$ cat src/hdl/cmpp_pkg.sv
`default_nettype none
// ----------------------------------------------------------------------------
// cmpp_pkg
// Shared types, constants and the cosine table generator for the chaotic map
// point projector.
// ----------------------------------------------------------------------------
package cmpp_pkg;

    localparam int WORD_W     = 24;   // map / view word, signed fixed point
    localparam int SCREEN_W   = 16;   // screen coordinate
    localparam int CFG_W      = 12;   // half width / half height
    localparam int CFG_IDX_W  = 1;

    localparam int DEF_COS_ENTRIES = 1024;
    localparam int DEF_FRAC_BITS   = 20;

    localparam logic [CFG_IDX_W-1:0] CFG_HALF_WIDTH  = 1'b0;
    localparam logic [CFG_IDX_W-1:0] CFG_HALF_HEIGHT = 1'b1;

    localparam logic [CFG_W-1:0] HALF_WIDTH_RST  = 12'd512;
    localparam logic [CFG_W-1:0] HALF_HEIGHT_RST = 12'd384;

    localparam longint WORD_MAX   = 64'sd8388607;
    localparam longint WORD_MIN   = -64'sd8388608;
    localparam longint SCREEN_MAX = 64'sd32767;
    localparam longint SCREEN_MIN = -64'sd32768;

    // Q30 series constants
    localparam longint Q30_ONE = 64'sd1073741824;
    localparam longint PI_Q30  = 64'sd3373259426;
    // 2n(2n-1) and 2n(2n+1), n = 1..7
    localparam longint COS_DIV [7] = '{2, 12, 30, 56, 90, 132, 182};
    localparam longint SIN_DIV [7] = '{6, 20, 42, 72, 110, 156, 210};

    typedef enum logic [3:0] {
        ST_IDLE,
        ST_INDEX,
        ST_ROM,
        ST_MAP,
        ST_UPDATE,
        ST_VIEW,
        ST_SUM,
        ST_PROJ,
        ST_DONE
    } t_state;

    typedef struct packed {
        logic load_in;
        logic mul_index;
        logic rd_rom;
        logic mul_map;
        logic upd_state;
        logic mul_view;
        logic add_sum;
        logic mul_proj;
        logic load_out;
    } t_dp_cmd;

    // Entry k of a table of 2^addr_w cosines over one full turn, rounded to
    // frac_bits fraction bits. Evaluated at elaboration only.
    function automatic logic signed [WORD_W-1:0] cos_entry(
        input int k, input int addr_w, input int frac_bits);
        longint m;
        longint quad;
        longint rem;
        longint ang;
        longint x2;
        longint c;
        longint s;
        longint v;
        int     n;
        m    = 4 * longint'(k);
        quad = m >>> addr_w;
        rem  = m & ((longint'(1) << addr_w) - 1);
        ang  = (PI_Q30 * rem) >>> (addr_w + 1);
        x2   = ang * ang / Q30_ONE;
        c    = Q30_ONE;
        s    = Q30_ONE;
        for (n = 7; n >= 1; n--) begin
            c = Q30_ONE - x2 * c / Q30_ONE / COS_DIV[n-1];
            s = Q30_ONE - x2 * s / Q30_ONE / SIN_DIV[n-1];
        end
        s = ang * s / Q30_ONE;
        case (quad)
            0:       v = c;
            1:       v = -s;
            2:       v = -c;
            default: v = s;
        endcase
        v = (v + (longint'(1) << (29 - frac_bits))) >>> (30 - frac_bits);
        return WORD_W'(v);
    endfunction

endpackage
`default_nettype wire

$ cat src/hdl/cmpp_ctrl.sv
`default_nettype none
// ----------------------------------------------------------------------------
// cmpp_ctrl
// Step sequencer and handshake control: walks one item through the datapath
// steps and owns the result valid flag.
// ----------------------------------------------------------------------------
module cmpp_ctrl (
    input  wire logic              i_clk,
    input  wire logic              i_rst_n,
    input  wire logic              i_in_valid,
    output logic                   o_in_stall,
    output logic                   o_out_valid,
    input  wire logic              i_out_stall,
    output cmpp_pkg::t_dp_cmd      o_cmd
);
    import cmpp_pkg::*;

    t_state r_state;
    t_state n_state;
    logic   r_out_valid;
    logic   n_out_valid;

    always_ff @(posedge i_clk) begin
        if (!i_rst_n) begin
            r_state     <= ST_IDLE;
            r_out_valid <= 1'b0;
        end else begin
            r_state     <= n_state;
            r_out_valid <= n_out_valid;
        end
    end

    always_comb begin
        n_state     = r_state;
        o_cmd       = '0;
        o_in_stall  = 1'b1;
        n_out_valid = r_out_valid && i_out_stall;
        case (r_state)
            ST_IDLE: begin
                o_in_stall = 1'b0;
                if (i_in_valid) begin
                    o_cmd.load_in = 1'b1;
                    n_state       = ST_INDEX;
                end
            end
            ST_INDEX: begin
                o_cmd.mul_index = 1'b1;
                n_state         = ST_ROM;
            end
            ST_ROM: begin
                o_cmd.rd_rom = 1'b1;
                n_state      = ST_MAP;
            end
            ST_MAP: begin
                o_cmd.mul_map = 1'b1;
                n_state       = ST_UPDATE;
            end
            ST_UPDATE: begin
                o_cmd.upd_state = 1'b1;
                n_state         = ST_VIEW;
            end
            ST_VIEW: begin
                o_cmd.mul_view = 1'b1;
                n_state        = ST_SUM;
            end
            ST_SUM: begin
                o_cmd.add_sum = 1'b1;
                n_state       = ST_PROJ;
            end
            ST_PROJ: begin
                o_cmd.mul_proj = 1'b1;
                n_state        = ST_DONE;
            end
            ST_DONE: begin
                // wait here while the previous result is still held
                if (!r_out_valid || !i_out_stall) begin
                    o_cmd.load_out = 1'b1;
                    n_out_valid    = 1'b1;
                    n_state        = ST_IDLE;
                end
            end
            default: begin
                n_state = ST_IDLE;
            end
        endcase
    end

    assign o_out_valid = r_out_valid;

endmodule
`default_nettype wire

$ cat config.mk
export PLATFORM = sky130hd
export DESIGN_NAME = cmpp_ctrl
export DESIGN_NICKNAME = d
export VERILOG_FILES = /design/src/hdl/cmpp_pkg.sv /design/src/hdl/cmpp_ctrl.sv
export SDC_FILE = /design/constraint.sdc
export NUM_CORES = 1
export LEC_CHECK = 0
export BUFFER_PORTS_ARGS = -buffer_cell sky130_fd_sc_hd__buf_2
export CORE_AREA = 4 4 41 43
export CTS_BUF_LIST = sky130_fd_sc_hd__clkbuf_8
export CTS_CLUSTER_DIAMETER = 30
export CTS_CLUSTER_SIZE = 40
export DETAILED_ROUTE_END_ITERATION = 7
export DIE_AREA = 0 0 45 47
export GPL_TIMING_DRIVEN = 1
export PLACE_DENSITY_LB_ADDON = 0.25
export SLEW_MARGIN = 20
export SYNTH_ARGS = -nofsm -noshare
export SYNTH_HDL_FRONTEND = slang
export SYNTH_SLANG_ARGS = --single-unit
export TNS_END_PERCENT = 5
$ cat constraint.sdc
create_clock -name i_clk -period 2.48 [get_ports i_clk]
set_clock_uncertainty 0.1 [all_clocks]
set_input_delay 0.372 -clock i_clk [delete_from_list [all_inputs] [get_ports i_clk]]
set_output_delay 0.372 -clock i_clk [all_outputs]
set_load 0.05 [all_outputs]
==> summary.txt, run 1 <==
cts repair resizes = 0
post-CTS setup buffers = 0
most common cell in the netlist = nor2_1
count of pins over their slew limit = 0
GRT Overall Usage = 7.284%
syn_nets = 43
gpl congestion = 0.7279
register area share after synthesis = 33.47%
largest fanout on the critical path = 9
CP Launch Type = register
Worst Tran Pin Value = 0.2884 ns
number of flops mapped to enable cells by yosys = 0
Area Growth Syn to Fin = 37.66%
vias in the first global route = 262
RSZ-0062 raised after global routing = false
Post-synth ARST share = 0%
Core ar. = 1301 sq um
Final TNS setup = 0 ns
CTS Buf Count = 3
slew margin rel. = 80.75%
final setup violation count = 0
Placed Cells = 65
power density over the cells = 798.4 nW/um^2
Via density = 4.420
drt total wl = 630 microns
antenna violations before repair = 0
initial DRC count = 2
Top Ports = 15
DR vias = 305
# clock sinks = 5
Post-synth top cells = nor2_1 (6), dfxtp_1 (5), nand2_1 (4), nor3_1 (4), nand2b_1 (3)
CTS H-Tree Depth = 1
non-filler cells, final = 69
Site Rows = 13
Initial Util = 22.98%
VDD IR max = 0.0004665 V
DR pass1 iterations = 2
ANT cells = 0
Synth cell types = 20
hpwl dp = 503.4 microns
CP peak stage delay = 0.47 ns
Post-route DRC = 0
Synth top area share = 33.47%
Setup crit end kind = primary output
outcome = completed
final instance area = 411.6 sq um
Avg Cell Area, Syn = 7.668 sq um
Worst-path clk slew = 0.04 ns
die height = 47 microns
Synth area leader = dfxtp_1
CTS root buf = clkbuf_8
worst skew pair latency = 0.22 ns
Mapped Area = 299.0 sq um
ANT nets after route = 0
Critical-path top delay cell = dfxtp_1
Max Cap Viol = 0
fin crit period = 1.938 ns
main flop type after synthesis = dfxtp_1
largest net degree at the start of global routing = 10
utilization after layout = 31.63%
Syn. warnings = 0
CP Class = reg -> out
Post-CTS Hold Fix Bufs = 0
die area = 2115 sq um
#FFs+latches synth = 5
Worst EP arrival = 1.47 ns
layout cells sized above 1 = 37.04%
Fin. Hold Viols = 0
Nets = 59
Max Fclk = 516.0 MHz
Longest Clk Path Bufs = 2
Post-DP Area = 366.6 sq um
DR WL/cell = 9.130 microns
TritonCTS clock tree = built
Chip Width = 45 microns
global route total overflow = 0
static leakage = 0.2084 nW
crit-path cells = nand2b_1 > or2_2 > inv_1 > buf_2
required time worst endpoint = 2.01 ns
HP Class = in -> reg
Synth area leaders = dfxtp_1 (33%), nor2_1 (7.5%), nor3_1 (6.7%), nand2b_1 (6.3%), nand2_1 (5.0%)
port bufs = 14
Syn Inst Count = 39
Final Cycle Share = 78.14%
first-pass GRT wire length = 1.041 mm
[state kept, by name, indices dropped and copies added (netlist names)]
| signal | flops |
|---|---|
| o_out_valid | 1 |
| r_state | 4 |
[placed cells by master, fill, tap and decap left out, drive strengths merged]
| cell type | instances |
|---|---|
| xor2 | 1 |
| nor2 | 6 |
| nor2b | 1 |
| nor3 | 4 |
| nand2 | 4 |
| o21ai | 1 |
| inv | 2 |
| clkbuf | 3 |
| or2 | 1 |
| xnor2 | 1 |
| a21oi | 2 |
| o311a | 1 |
| buf | 14 |
| and3 | 1 |
| dfxtp | 5 |
| nand4 | 1 |
| nand2b | 3 |
| a21boi | 1 |
| or4 | 1 |
| or2b | 1 |
[cell families (layout without fill, tap and decap cells)]
family	after synthesis	after routing	share of synthesized area (%)
buffers and inverters	4	19	8.367
DFF	5	5	33.47
and+or+nand+nor	23	23	40.17
xor gates and xnor gates	2	2	5.859
AOI/OAI and AO/OA	5	5	12.14
[layout make-up]
type                    count  area, sq um
fillers                   152        889.6
multi-input cells          30        173.9
flip-flops and latches      5        100.1
repair buffers             14        70.07
clock buffers               3        41.29
well taps                  15        18.77
clock inverters             1        3.754
inverters                   1        3.754
[final timing paths]
kind                                start                      end  slack, ns  cells after the start
hold / removal                    i_rst_n  r_state[3]$_SDFFE_PN0P_       0.31                      3
setup reg to reg  r_state[1]$_SDFFE_PN0P_  r_state[3]$_SDFFE_PN0P_       1.15                      3
setup / recovery  r_state[0]$_SDFFE_PN0P_                 o_cmd[1]       0.54                      4
hold reg to reg    o_out_valid$_SDFF_PN0_   o_out_valid$_SDFF_PN0_       0.39                      2
[per-layer routing]
| layer | share of wire, % | vias to the layer above | track usage (%) |
|---|---|---|---|
| li1 | - | 161 | - |
| met1 | 43 | 134 | 8.009 |
| met2 | 44 | 10 | 10.45 |
| met3 | 13 | 0 | 7.663 |
| met4 | 0 | 0 | 0 |
| met5 | 0 | - | 0 |
[metrics by stage]
step	worst slack, ns	hold slack, ns	total power, W
floorplan	0.3032	0.3828	0.0001743
CTS	0.5185	0.3070	0.0003364
global placement	0.7878	0.3964	0.0001879
detailed placement	0.7512	0.3897	0.0001874
finish	0.5422	0.3111	0.0003287
global route	0.4256	0.3293	0.0003521
[worst max-delay path: cells and delay by family, from the launching register on]
family        cells  cell delay, ns
simple gates      2            0.48
buf+inv           2            0.30
flops             1            0.47
[power breakdown]
part / leakage (nW) / switching (W) / internal, W
Sequential: 0.0408 / 0.0000112 / 0.0000859
Combinational: 0.141 / 0.0000611 / 0.0000268
Clock: 0.0269 / 0.0000378 / 0.000106
Power figures use the tool's default switching activity.
==> run 2, diff against run 1 <==
==> constraint.sdc (replaced) <==
create_clock -name i_clk -period 1.9 [get_ports i_clk]
set_clock_uncertainty 0.1 [all_clocks]
set_input_delay 0.285 -clock i_clk [delete_from_list [all_inputs] [get_ports i_clk]]
set_output_delay 0.285 -clock i_clk [all_outputs]
set_load 0.05 [all_outputs]
==> summary.txt, run 2 (synthesis results as in run 1) <==
outcome = completed
switching power = 0.0001502 W
Worst EP arrival = 1.40 ns
non-filler cells, final = 69
Top Ports = 15
R2R depth = 3
DR pass1 iterations = 2
die area = 2115 sq um
Via density = 4.681
Longest Clk Path Bufs = 2
Fillers = 157
power density over the cells = 1040 nW/um^2
CTS H-Tree Depth = 1
global route total overflow = 0
Site Rows = 13
Setup crit end kind = primary output
Fin. Hold Viols = 0
most frequent cells in the layout = buf_2 (13), nor2_1 (6), nand2_1 (4), dfxtp_1 (4)
total power = 0.0004370 W
ANT nets after route = 0
Sw Ratio = 34.36%
die height = 47 microns
CP Class = reg -> out
largest fanout on the critical path = 9
antenna violations before repair = 0
HP Class = in -> reg
CTS Buf Count = 3
final setup violation count = 0
multi-input logic area = 178.9 sq um
largest net degree at the start of global routing = 10
vias in the first global route = 273
VDD IR max = 0.0003678 V
clock power share = 44.0%
CP Launch Type = register
Chip Width = 45 microns
required time worst endpoint = 1.51 ns
reg2reg start = r_state[1]$_SDFFE_PN0P_
# clock sinks = 5
proportion of power drawn by combinational gates = 26.7%
fin crit period = 1.785 ns
Area Growth Syn to Fin = 40.59%
DR vias = 323
Worst Tran Pin Value = 0.2991 ns
slew margin rel. = 80.04%
Max Fclk = 560.3 MHz
Critical R2R Capture = r_state[3]$_SDFFE_PN0P_
utilization after layout = 32.31%
Final Cycle Share = 93.93%
max FFs per register = 4
RSZ-0062 raised after global routing = false
initial DRC count = 5
register share of total power = 29.3%
Post-route DRC = 0
DR WL/cell = 10.41 microns
layout cells sized above 1 = 40.74%
P_int = 0.0002868 W
Top reg by flops = r_state
Worst-path clk slew = 0.04 ns
TritonCTS clock tree = built
Placed Cells = 65
port bufs = 14
commonest non-fill, non-tap cell in the layout = buf_2
ANT cells = 0
hpwl dp = 528.8 microns
gpl congestion = 0.6914
CTS root buf = clkbuf_8
drt total wl = 718 microns
Max Cap Viol = 0
Register Area = 101.3 sq um
Final TNS setup = 0 ns
Post-CTS Hold Fix Bufs = 0
static leakage = 0.2114 nW
worst skew pair latency = 0.22 ns
GRT Overall Usage = 8.003%
first-pass GRT wire length = 1.104 mm
Nets = 59
Worst R2R Setup Slack = 0.58 ns
Initial Util = 22.98%
Core ar. = 1301 sq um
count of pins over their slew limit = 0
Setup crit end = o_in_stall
worst setup path startpoint = r_state[1]$_SDFFE_PN0P_
[run 2: cell count changes in the layout (fill, tap and decap cells not counted), sizes merged]
cell and change:
buf -1, clkbuf +1
[run 2: power by group through the flow]
stage	clock network [W]	registers [W]	logic (W)
floorplan	0	0.000115	0.000114
global placement	0	0.000128	0.000119
detailed placement	0	0.000129	0.000118
CTS	0.000197	0.000128	0.000118
global route	0.000206	0.000130	0.000125
finish	0.000192	0.000128	0.000117
[run 2: cell type report]
| class | instances | share of cell area (%) |
|---|---|---|
| Timing Repair Buffer | 14 | 17.26 |
| Tap cell | 15 | 4.464 |
| Sequential cell | 5 | 24.11 |
| Clock inverter | 1 | 0.8929 |
| Multi-Input combinational cell | 30 | 42.56 |
| Clock buffer | 3 | 9.821 |
| Inverter | 1 | 0.8929 |
[run 2: how the worst min path moves through the flow]
stage	to	start	depth (start not counted)	slack, ns
5_1_grt	r_state[3]$_SDFFE_PN0P_	i_rst_n	3	0.22
6_report	r_state[3]$_SDFFE_PN0P_	i_rst_n	3	0.22
4_1_cts	r_state[3]$_SDFFE_PN0P_	i_rst_n	3	0.22
2_1_floorplan	r_state[3]$_SDFFE_PN0P_	i_rst_n	2	0.30
3_5_place_dp	o_out_valid$_SDFF_PN0_	o_out_valid$_SDFF_PN0_	2	0.39
3_3_place_gp	o_out_valid$_SDFF_PN0_	o_out_valid$_SDFF_PN0_	2	0.40
[run 2: critical path, cell delays in order, from the launching register on]
cell and delay [ns]:
dfxtp_1 0.38, or4_4 0.57, buf_2 0.23
[run 2: layer usage]
metal | track usage, % | vias to the layer above | part of all wire [%]
li1 | - | 162 | -
met2 | 11.30 | 8 | 47
met5 | 0 | - | 0
met3 | 5.747 | 2 | 7.0
met1 | 8.486 | 151 | 45
met4 | 5.263 | 0 | 0.84
[run 2: stage by stage]
stage          setup WS (ns)  area (sq um)  hold slack, ns
5_1_grt              0.01607         420.4          0.2205
6_report              0.1153         420.4          0.2221
2_1_floorplan        -0.1043         304.0          0.2958
4_1_cts              0.07895         417.9          0.2183
3_3_place_gp          0.2745         371.6          0.3973
3_5_place_dp          0.2379         371.6          0.3940
[run 2: repair_timing]
| action | CTS | global route |
|---|---|---|
| gates cloned | 0 | 0 |
| setup endpoints to repair | 1 | 1 |
| setup buffers | 0 | 0 |
| resized for setup | 1 | 1 |
| endpoints found under the hold margin | 0 | 0 |
